[config.mk]
export PLATFORM = sky130hd
export DESIGN_NAME = rgb332_blit_engine_unit
export DESIGN_NICKNAME = d
export VERILOG_FILES = /design/src/rtl/rbe_pkg.sv /design/src/rtl/rbe_front.sv /design/src/rtl/rbe_queue.sv /design/src/rtl/rbe_back.sv /design/src/rtl/rgb332_blit_engine_unit.sv
export SDC_FILE = /design/constraint.sdc
export NUM_CORES = 1
export LEC_CHECK = 0
export BUFFER_PORTS_ARGS = -buffer_cell sky130_fd_sc_hd__buf_2
export CORE_UTILIZATION = 65
export DETAILED_ROUTE_END_ITERATION = 8
export PLACE_DENSITY = 0.84
export SLEW_MARGIN = 20
export SYNTH_ARGS = -nofsm -noshare
export SYNTH_HDL_FRONTEND = slang
export SYNTH_SLANG_ARGS = --single-unit
[constraint.sdc]
create_clock -name clk -period 13.8 [get_ports clk]
set_input_delay 2.76 -clock clk [delete_from_list [all_inputs] [get_ports clk]]
set_output_delay 2.76 -clock clk [all_outputs]
set_load 0.02 [all_outputs]
[src/rtl/rbe_pkg.sv]
// ----------------------------------------------------------------------------
// rbe_pkg
// shared types, codes and pixel format helpers of the rgb332 blit engine
// ----------------------------------------------------------------------------
`default_nettype none

package rbe_pkg;

  localparam int MAX_DIM_DEF  = 2048;
  localparam int FB_BYTES_DEF = 1048576;
  localparam int Q_DEPTH      = 4;

  typedef enum logic [1:0] {
    OP_READ  = 2'd0,
    OP_FILL  = 2'd1,
    OP_WRITE = 2'd2,
    OP_BAD   = 2'd3
  } op_t;

  typedef enum logic [1:0] {
    ST_OK      = 2'd0,
    ST_BAD_ARG = 2'd1,
    ST_BOUNDS  = 2'd2,
    ST_IDLE    = 2'd3
  } status_t;

  localparam logic CMD_START = 1'b0;
  localparam logic CMD_STEP  = 1'b1;

  localparam logic [2:0] REG_SCREEN_WIDTH  = 3'd0;
  localparam logic [2:0] REG_SCREEN_HEIGHT = 3'd1;
  localparam logic [2:0] REG_BLIT_OP       = 3'd2;
  localparam logic [2:0] REG_VIDEO_X       = 3'd3;
  localparam logic [2:0] REG_VIDEO_Y       = 3'd4;
  localparam logic [2:0] REG_RECT_WIDTH    = 3'd5;
  localparam logic [2:0] REG_RECT_HEIGHT   = 3'd6;
  localparam logic [2:0] REG_FILL_COLOR    = 3'd7;

  localparam logic [7:0] MASK_RED   = 8'he0;
  localparam logic [7:0] MASK_GREEN = 8'h1c;
  localparam logic [7:0] MASK_BLUE  = 8'h03;

  typedef struct packed {
    logic [11:0] screen_width;
    logic [11:0] screen_height;
    op_t         blit_op;
    logic [10:0] video_x;
    logic [10:0] video_y;
    logic [11:0] rect_width;
    logic [11:0] rect_height;
    logic [23:0] fill_color;
  } cfg_t;

  // one classified item as it travels from front to back
  typedef struct packed {
    logic       is_step;
    status_t    status;
    logic       wr;
    logic [7:0] mem_byte;
    logic [7:0] red;
    logic [7:0] green;
    logic [7:0] blue;
  } entry_t;

  function automatic logic [7:0] pack332(input logic [7:0] r, input logic [7:0] g,
                                         input logic [7:0] b);
    pack332 = (r & MASK_RED) | ((g >> 3) & MASK_GREEN) | ((b >> 6) & MASK_BLUE);
  endfunction

endpackage

`default_nettype wire

[src/rtl/rbe_front.sv]
// ----------------------------------------------------------------------------
// rbe_front
// classifies items: start checks and row base, pixel packing and expansion
// ----------------------------------------------------------------------------
`default_nettype none

module rbe_front #(
  parameter int MAX_DIM = 2048,
  parameter int ADDR_W  = 20
) (
  input  rbe_pkg::cfg_t   cfg,
  input  logic            cmd,
  input  logic [7:0]      red_in,
  input  logic [7:0]      green_in,
  input  logic [7:0]      blue_in,
  input  logic [7:0]      video_byte,
  output rbe_pkg::entry_t entry,
  output logic [ADDR_W-1:0] row_base
);
  import rbe_pkg::*;

  logic        bad_arg;
  logic        oob;
  logic [22:0] prod;
  logic [24:0] base_sum;

  assign prod     = cfg.video_y * cfg.screen_width;
  assign base_sum = 25'(prod) + 25'(cfg.video_x);
  // frame buffer size is a power of two, so the wrap is a truncation
  assign row_base = base_sum[ADDR_W-1:0];

  assign bad_arg = (cfg.blit_op == OP_BAD) || (cfg.rect_width == '0) ||
                   (cfg.rect_height == '0);
  assign oob = (13'(cfg.rect_width) > 13'(MAX_DIM)) ||
               (13'(cfg.rect_height) > 13'(MAX_DIM)) ||
               (13'(cfg.video_y) + 13'(cfg.rect_height) > 13'(cfg.screen_height)) ||
               (13'(cfg.video_x) + 13'(cfg.rect_width) > 13'(cfg.screen_width));

  always_comb begin
    entry          = '0;
    entry.is_step  = (cmd == CMD_STEP);
    entry.status   = bad_arg ? ST_BAD_ARG : (oob ? ST_BOUNDS : ST_OK);
    case (cfg.blit_op)
      OP_READ: begin
        entry.red   = video_byte & MASK_RED;
        entry.green = {video_byte[4:2], 5'b0};
        entry.blue  = {video_byte[1:0], 6'b0};
      end
      OP_FILL: begin
        entry.wr       = 1'b1;
        entry.mem_byte = pack332(cfg.fill_color[23:16], cfg.fill_color[15:8],
                                 cfg.fill_color[7:0]);
      end
      default: begin
        entry.wr       = 1'b1;
        entry.mem_byte = pack332(red_in, green_in, blue_in);
      end
    endcase
  end

endmodule

`default_nettype wire

[src/rtl/rbe_queue.sv]
// ----------------------------------------------------------------------------
// rbe_queue
// short first-word-fall-through queue between front and back
// ----------------------------------------------------------------------------
`default_nettype none

module rbe_queue #(
  parameter int WIDTH = 8,
  parameter int DEPTH = 4
) (
  input  logic             clk,
  input  logic             rst,
  input  logic             push,
  input  logic [WIDTH-1:0] push_data,
  output logic             full,
  input  logic             pop,
  output logic             not_empty,
  output logic [WIDTH-1:0] head
);
  localparam int PW = (DEPTH > 1) ? $clog2(DEPTH) : 1;
  localparam int CW = $clog2(DEPTH + 1);

  logic [WIDTH-1:0] slots [DEPTH];
  logic [PW-1:0]    wr_ptr;
  logic [PW-1:0]    rd_ptr;
  logic [CW-1:0]    count;

  assign full      = (count == CW'(DEPTH));
  assign not_empty = (count != '0);
  assign head      = slots[rd_ptr];

  always_ff @(posedge clk) begin
    if (push) begin
      slots[wr_ptr] <= push_data;
    end
  end

  always_ff @(posedge clk) begin
    if (rst) begin
      wr_ptr <= '0;
      rd_ptr <= '0;
      count  <= '0;
    end else begin
      if (push) begin
        wr_ptr <= (wr_ptr == PW'(DEPTH - 1)) ? '0 : PW'(wr_ptr + 1'b1);
      end
      if (pop) begin
        rd_ptr <= (rd_ptr == PW'(DEPTH - 1)) ? '0 : PW'(rd_ptr + 1'b1);
      end
      if (push && !pop) begin
        count <= CW'(count + 1'b1);
      end else if (pop && !push) begin
        count <= CW'(count - 1'b1);
      end
    end
  end

endmodule

`default_nettype wire

[src/rtl/rbe_back.sv]
// ----------------------------------------------------------------------------
// rbe_back
// blit state, address walk and the registered result stage
// ----------------------------------------------------------------------------
`default_nettype none

module rbe_back #(
  parameter int MAX_DIM = 2048,
  parameter int ADDR_W  = 20
) (
  input  logic              clk,
  input  logic              rst,
  input  rbe_pkg::cfg_t     cfg,
  input  logic              q_valid,
  input  rbe_pkg::entry_t   q_entry,
  input  logic [ADDR_W-1:0] q_row_base,
  output logic              q_pop,
  output logic              out_valid,
  input  logic              out_stall,
  output logic [1:0]        status,
  output logic [ADDR_W-1:0] mem_addr,
  output logic              mem_write,
  output logic [7:0]        mem_byte,
  output logic [7:0]        red_out,
  output logic [7:0]        green_out,
  output logic [7:0]        blue_out,
  output logic              word_access_ok,
  output logic              last
);
  import rbe_pkg::*;

  localparam int CNT_W = $clog2(MAX_DIM);

  logic              active;
  logic [CNT_W-1:0]  column_count;
  logic [CNT_W-1:0]  row_count;
  logic [ADDR_W-1:0] row_base_addr;

  logic [CNT_W:0]    col_inc;
  logic [CNT_W:0]    row_inc;
  logic              row_end;
  logic              is_last;
  logic              full_area;
  logic [3:0]        top_lo;
  logic [3:0]        area_lo;
  logic              word_ok;
  logic [ADDR_W-1:0] addr;

  assign q_pop = q_valid && (!out_valid || !out_stall);

  assign col_inc = (CNT_W + 1)'(column_count) + 1'b1;
  assign row_inc = (CNT_W + 1)'(row_count) + 1'b1;
  assign row_end = 13'(col_inc) >= 13'(cfg.rect_width);
  assign is_last = row_end && (13'(row_inc) >= 13'(cfg.rect_height));
  assign addr    = row_base_addr + ADDR_W'(column_count);

  // fill over whole rows is one run, so alignment follows the whole area
  assign full_area = (cfg.blit_op == OP_FILL) && (cfg.video_x == '0) &&
                     (cfg.rect_width == cfg.screen_width);
  assign top_lo  = cfg.video_y[1:0] * cfg.screen_width[1:0];
  assign area_lo = cfg.rect_width[1:0] * cfg.rect_height[1:0];
  assign word_ok = full_area ? ((top_lo[1:0] == 2'b0) && (area_lo[1:0] == 2'b0))
                             : ((row_base_addr[1:0] == 2'b0) &&
                                (cfg.rect_width[1:0] == 2'b0));

  always_ff @(posedge clk) begin
    if (rst) begin
      active        <= 1'b0;
      column_count  <= '0;
      row_count     <= '0;
      row_base_addr <= '0;
      out_valid     <= 1'b0;
    end else begin
      if (q_pop) begin
        out_valid <= 1'b1;
      end else if (!out_stall) begin
        out_valid <= 1'b0;
      end
      if (q_pop) begin
        if (!q_entry.is_step) begin
          active <= (q_entry.status == ST_OK);
          if (q_entry.status == ST_OK) begin
            column_count  <= '0;
            row_count     <= '0;
            row_base_addr <= q_row_base;
          end
        end else if (active) begin
          if (is_last) begin
            active <= 1'b0;
          end else if (row_end) begin
            column_count  <= '0;
            row_count     <= row_inc[CNT_W-1:0];
            row_base_addr <= row_base_addr + ADDR_W'(cfg.screen_width);
          end else begin
            column_count <= col_inc[CNT_W-1:0];
          end
        end
      end
    end
  end

  always_ff @(posedge clk) begin
    if (q_pop) begin
      status         <= ST_OK;
      mem_addr       <= '0;
      mem_write      <= 1'b0;
      mem_byte       <= '0;
      red_out        <= '0;
      green_out      <= '0;
      blue_out       <= '0;
      word_access_ok <= 1'b0;
      last           <= 1'b0;
      if (!q_entry.is_step) begin
        status <= q_entry.status;
      end else if (!active) begin
        status <= ST_IDLE;
      end else begin
        mem_addr       <= addr;
        mem_write      <= q_entry.wr;
        mem_byte       <= q_entry.mem_byte;
        red_out        <= q_entry.red;
        green_out      <= q_entry.green;
        blue_out       <= q_entry.blue;
        word_access_ok <= word_ok;
        last           <= is_last;
      end
    end
  end

endmodule

`default_nettype wire

[src/rtl/rgb332_blit_engine_unit.sv]
// ----------------------------------------------------------------------------
// rgb332_blit_engine_unit
// rectangle blitter over an rgb332 frame buffer, one result per item
// flow: an accepted item is pushed into the queue, and its result is registered
// in the back stage when the item is popped
// throughput: one item per cycle while no result is held by out_stall, set by the address walk
// a four-entry queue parts front and back, so input takes up to four more
// items while a result is held by out_stall
// reset: synchronous; registers return to 640x480 and zeros, blit goes idle
// ----------------------------------------------------------------------------
`default_nettype none

module rgb332_blit_engine_unit #(
  parameter int MAX_DIM  = rbe_pkg::MAX_DIM_DEF,
  parameter int FB_BYTES = rbe_pkg::FB_BYTES_DEF,
  parameter int ADDR_W   = $clog2(FB_BYTES)
) (
  input  logic              clk,
  input  logic              rst,
  input  logic              cfg_valid,
  output logic              cfg_ready,
  input  logic [2:0]        cfg_index,
  input  logic [23:0]       cfg_data,
  input  logic              in_valid,
  output logic              in_stall,
  input  logic              cmd,
  input  logic [7:0]        red_in,
  input  logic [7:0]        green_in,
  input  logic [7:0]        blue_in,
  input  logic [7:0]        video_byte,
  output logic              out_valid,
  input  logic              out_stall,
  output logic [1:0]        status,
  output logic [ADDR_W-1:0] mem_addr,
  output logic              mem_write,
  output logic [7:0]        mem_byte,
  output logic [7:0]        red_out,
  output logic [7:0]        green_out,
  output logic [7:0]        blue_out,
  output logic              word_access_ok,
  output logic              last
);
  import rbe_pkg::*;

  localparam int QW = $bits(entry_t) + ADDR_W;

  cfg_t              cfg;
  entry_t            f_entry;
  logic [ADDR_W-1:0] f_row_base;
  logic              q_full;
  logic              q_valid;
  logic              q_pop;
  logic [QW-1:0]     q_head;
  entry_t            q_entry;
  logic [ADDR_W-1:0] q_row_base;
  logic              push;

  assign cfg_ready = 1'b1;

  always_ff @(posedge clk) begin
    if (rst) begin
      cfg.screen_width  <= 12'd640;
      cfg.screen_height <= 12'd480;
      cfg.blit_op       <= OP_READ;
      cfg.video_x       <= '0;
      cfg.video_y       <= '0;
      cfg.rect_width    <= '0;
      cfg.rect_height   <= '0;
      cfg.fill_color    <= '0;
    end else if (cfg_valid && cfg_ready) begin
      case (cfg_index)
        REG_SCREEN_WIDTH:  cfg.screen_width  <= cfg_data[11:0];
        REG_SCREEN_HEIGHT: cfg.screen_height <= cfg_data[11:0];
        REG_BLIT_OP:       cfg.blit_op       <= op_t'(cfg_data[1:0]);
        REG_VIDEO_X:       cfg.video_x       <= cfg_data[10:0];
        REG_VIDEO_Y:       cfg.video_y       <= cfg_data[10:0];
        REG_RECT_WIDTH:    cfg.rect_width    <= cfg_data[11:0];
        REG_RECT_HEIGHT:   cfg.rect_height   <= cfg_data[11:0];
        REG_FILL_COLOR:    cfg.fill_color    <= cfg_data;
        default: ;
      endcase
    end
  end

  rbe_front #(
    .MAX_DIM (MAX_DIM),
    .ADDR_W  (ADDR_W)
  ) u_front (
    .cfg        (cfg),
    .cmd        (cmd),
    .red_in     (red_in),
    .green_in   (green_in),
    .blue_in    (blue_in),
    .video_byte (video_byte),
    .entry      (f_entry),
    .row_base   (f_row_base)
  );

  assign in_stall = q_full;
  assign push     = in_valid && !q_full;

  rbe_queue #(
    .WIDTH (QW),
    .DEPTH (Q_DEPTH)
  ) u_queue (
    .clk       (clk),
    .rst       (rst),
    .push      (push),
    .push_data ({f_entry, f_row_base}),
    .full      (q_full),
    .pop       (q_pop),
    .not_empty (q_valid),
    .head      (q_head)
  );

  assign q_entry    = entry_t'(q_head[QW-1:ADDR_W]);
  assign q_row_base = q_head[ADDR_W-1:0];

  rbe_back #(
    .MAX_DIM (MAX_DIM),
    .ADDR_W  (ADDR_W)
  ) u_back (
    .clk            (clk),
    .rst            (rst),
    .cfg            (cfg),
    .q_valid        (q_valid),
    .q_entry        (q_entry),
    .q_row_base     (q_row_base),
    .q_pop          (q_pop),
    .out_valid      (out_valid),
    .out_stall      (out_stall),
    .status         (status),
    .mem_addr       (mem_addr),
    .mem_write      (mem_write),
    .mem_byte       (mem_byte),
    .red_out        (red_out),
    .green_out      (green_out),
    .blue_out       (blue_out),
    .word_access_ok (word_access_ok),
    .last           (last)
  );

endmodule

`default_nettype wire
==> key figures <==
Floorplanning
  • Site row count: 65
  • Chip width: 182 microns
  • CORE AREA: 31600 sq um
  • Starting Density: 0.664
  • IO Pins: 125
  • Die ar.: 33000 sq um
  • Die Y: 182 microns

Yosys
  • Synth cell types: 70
  • Cells after Synth: 2049
  • Mean area per synthesized cell: 10.3 sq um
  • Yosys warnings: 0
  • Post-synth EDFFs: 201
  • Most used flip-flop cell after synthesis: edfxtp_1
  • #FFs+latches synth: 334
  • Synth async-reset ratio: 0
  • Mapped Area: 21000 sq um
  • Register area share after synthesis: 0.414

Pwr
  • Peak supply drop: 0.109 mV
  • Pleak: 0.00928 uW
  • Total power: 2900 uW
  • Power per cell area: 128 nW/um^2

STA
  • Final Setup Violations: 0
  • Final Hold Vio Count: 0
  • Hold_ws: 0.461 ns
  • Fmax achieved: 167 MHz
  • Unrepaired setup endpoints after global routing: false
  • Worst-Margin Slew: 1.02 ns
  • Layout Skew: 0.0162 ns
  • Setup TNS Final: 0 ns
  • Tcrit/Tclk final: 0.433
  • Slew margin rel.: 0.320
  • Min cycle time layout: 5.97 ns
  • Slew Viols, Final: 0

Finish
  • Share of cells above drive strength 1: 0.105
  • Final #Nets: 2409
  • N_diodes: 0
  • Fin area: 22700 sq um
  • Area grow syn2layout: 8.06%

CTS
  • Clock Latency Late Sink: 0.54 ns
  • Post-CTS Setup Bufs: 0
  • CTS max path bufs: 3
  • CTS tree: done
  • Hold_buf cts: 0
  • Root Buffer: clkbuf_16
  • TritonCTS Sinks: 334
  • Clock slew at reported path FFs: 0.06 ns
  • Cts repair resizes: 0
  • H-tree level count: 2
  • Num CTS Buffers: 35

Routing
  • Post-route DRC: 0
  • Vias per cell: 6.23
  • TritonRoute pass-1 iters: 5
  • Drt wl/cell: 20.4 microns
  • Total Routed Length: 51.3 mm
  • Routed Antenna Nets: 0
  • Via Count: 15700
  • Iteration-0 DRC Markers: 1688

Worst hold path
  • Hold crit path type: flop to flop

Setup path
  • R2R depth: 16
  • Critical Path End: u_queue.slots[0][19]
  • RR Startpoint: cfg[90]
  • Req. time, crit path: 14.08 ns
  • CP startpoint kind: flop
  • R2R Path End: u_queue.slots[0][19]
  • R2R Setup Slk: 7.83 ns
  • Setup crit end kind: flop
  • Worst setup path start: cfg[90]
  • Worst Path Max Fanout: 15
  • WP data arrival: 6.25 ns
  • Crit path kind: flop to flop

Global route
  • Initial antenna violation count: 0
  • First-pass GRT wire length: 81.3 mm
  • Largest net degree at the start of global routing: 84
  • Gr ovfl total: 0
  • All-Layer GR Usage: 0.317
  • Vias in the first global route: 15500

Placed design
  • Placed cell area: 21600 sq um
  • Post-DP HPWL: 35.1 mm
  • Port Buf Inserts: 85
  • Global placer's final weighted congestion: 0.972

Job
  • Max cap viols: 0

Status
  • Outcome: complete, no violations
critical path: stages, from the launching register on:
cell	delay (ns)
dfxtp_1	0.86
nand2_1	0.18
fa_1	0.60
fa_1	0.45
fa_1	0.51
inv_1	0.06
fa_1	0.53
inv_1	0.05
fa_1	0.52
inv_1	0.04
ha_1	0.22
or3_1	0.37
o21bai_1	0.22
a21boi_0	0.19
o21ai_0	0.42
nor2_1	0.09
a211oi_1	0.40
flip-flops by register name, summed over array words and instances, names as in the netlist, 2 cells and up, named ones only:
signal	flops
u_back.green_out	3
u_back.status	2
u_back.row_base_addr	20
u_queue.rd_ptr	2
u_back.mem_addr	20
u_queue.wr_ptr	2
cfg	80
u_back.mem_byte	8
u_queue.slots	160
u_queue.count	3
u_back.column_count	11
u_back.red_out	3
u_back.row_count	11
u_back.blue_out	2
how the worst min path moves through the flow:
stage                      from          endpoint  depth (start not counted)
6_report                cfg[74]           cfg[74]                          2
5_1_grt        u_back.out_valid  u_back.out_valid                          2
4_1_cts                 cfg[74]           cfg[74]                          2
3_5_place_dp            cfg[13]           cfg[13]                          2
3_3_place_gp            cfg[13]           cfg[13]                          2
2_1_floorplan           cfg[13]           cfg[13]                          2
final cells by class:
cell class              count  area [sq um]
well taps                 402           503
clock buffers              44           970
flip-flops and latches    334          8700
repair buffers             92           480
fillers                  2132          8940
multi-input cells        1424         11100
inverters                 204           766
clock inverters            19           158
placed cells by master, fill, tap and decap left out, drive strengths merged, types with 65 or more instances in the layout:
cell type,netlist,layout
fa,103,103
and2,70,70
a21oi,144,144
nand2,296,296
ha,150,150
buf,36,92
inv,203,206
xnor2,65,65
edfxtp,201,201
dfxtp,133,133
nor2,123,123
per-stage QoR:
step | util | cells | setup slack (ns)
6_report | 0.717 | 2519 | 7.83
5_1_grt | 0.717 | 2519 | 7.54
2_1_floorplan | - | 2064 | 8.63
3_5_place_dp | 0.681 | 2456 | 7.93
3_3_place_gp | 0.681 | 2456 | 8.05
4_1_cts | 0.717 | 2519 | 7.90
logic make-up (layout without fill, tap and decap cells):
kind of cell | Yosys count | count (layout) | share of synthesized area
adders and majority gates | 253 | 253 | 0.188
DFF | 334 | 334 | 0.414
muxes | 47 | 47 | 0.0463
other | 2 | 17 | 0.000358
AOI/OAI and AO/OA | 345 | 345 | 0.106
xor gates and xnor gates | 97 | 97 | 0.0405
buffers and inverters | 306 | 359 | 0.0603
and+or+nand+nor | 665 | 665 | 0.145
power by group:
| group | leakage, uW | total, uW | internal (uW) | switching (uW) |
|---|---|---|---|---|
| clock network | 0.000557 | 925 | 524 | 401 |
| logic | 0.00578 | 692 | 252 | 440 |
| registers | 0.00294 | 1280 | 1200 | 79.2 |
Yosys cell counts, drive strengths merged (29+ instances only):
| library cell | number | area share |
|---|---|---|
| nand2 | 296 | 0.053 |
| inv | 203 | 0.036 |
| edfxtp | 201 | 0.29 |
| ha | 150 | 0.089 |
| a21oi | 144 | 0.034 |
| dfxtp | 133 | 0.13 |
| nor2 | 123 | 0.022 |
| fa | 103 | 0.098 |
| and2 | 70 | 0.021 |
| clkbuf | 66 | 0.012 |
| xnor2 | 65 | 0.027 |
| o21ai | 61 | 0.015 |
| mux4 | 40 | 0.043 |
| nand3 | 40 | 0.0095 |
| buf | 36 | 0.012 |
| xor2 | 32 | 0.013 |
| and3 | 29 | 0.0086 |
| nor3 | 29 | 0.0069 |
routing by layer:
metal,track usage,vias up,wire [microns]
met5,0,-,0
met1,0.420,7538,19900
met3,0.0361,186,4460
met2,0.532,845,24700
met4,0.138,0,2250
li1,-,7120,-
Note: power is estimated with default switching activity, not from simulation.
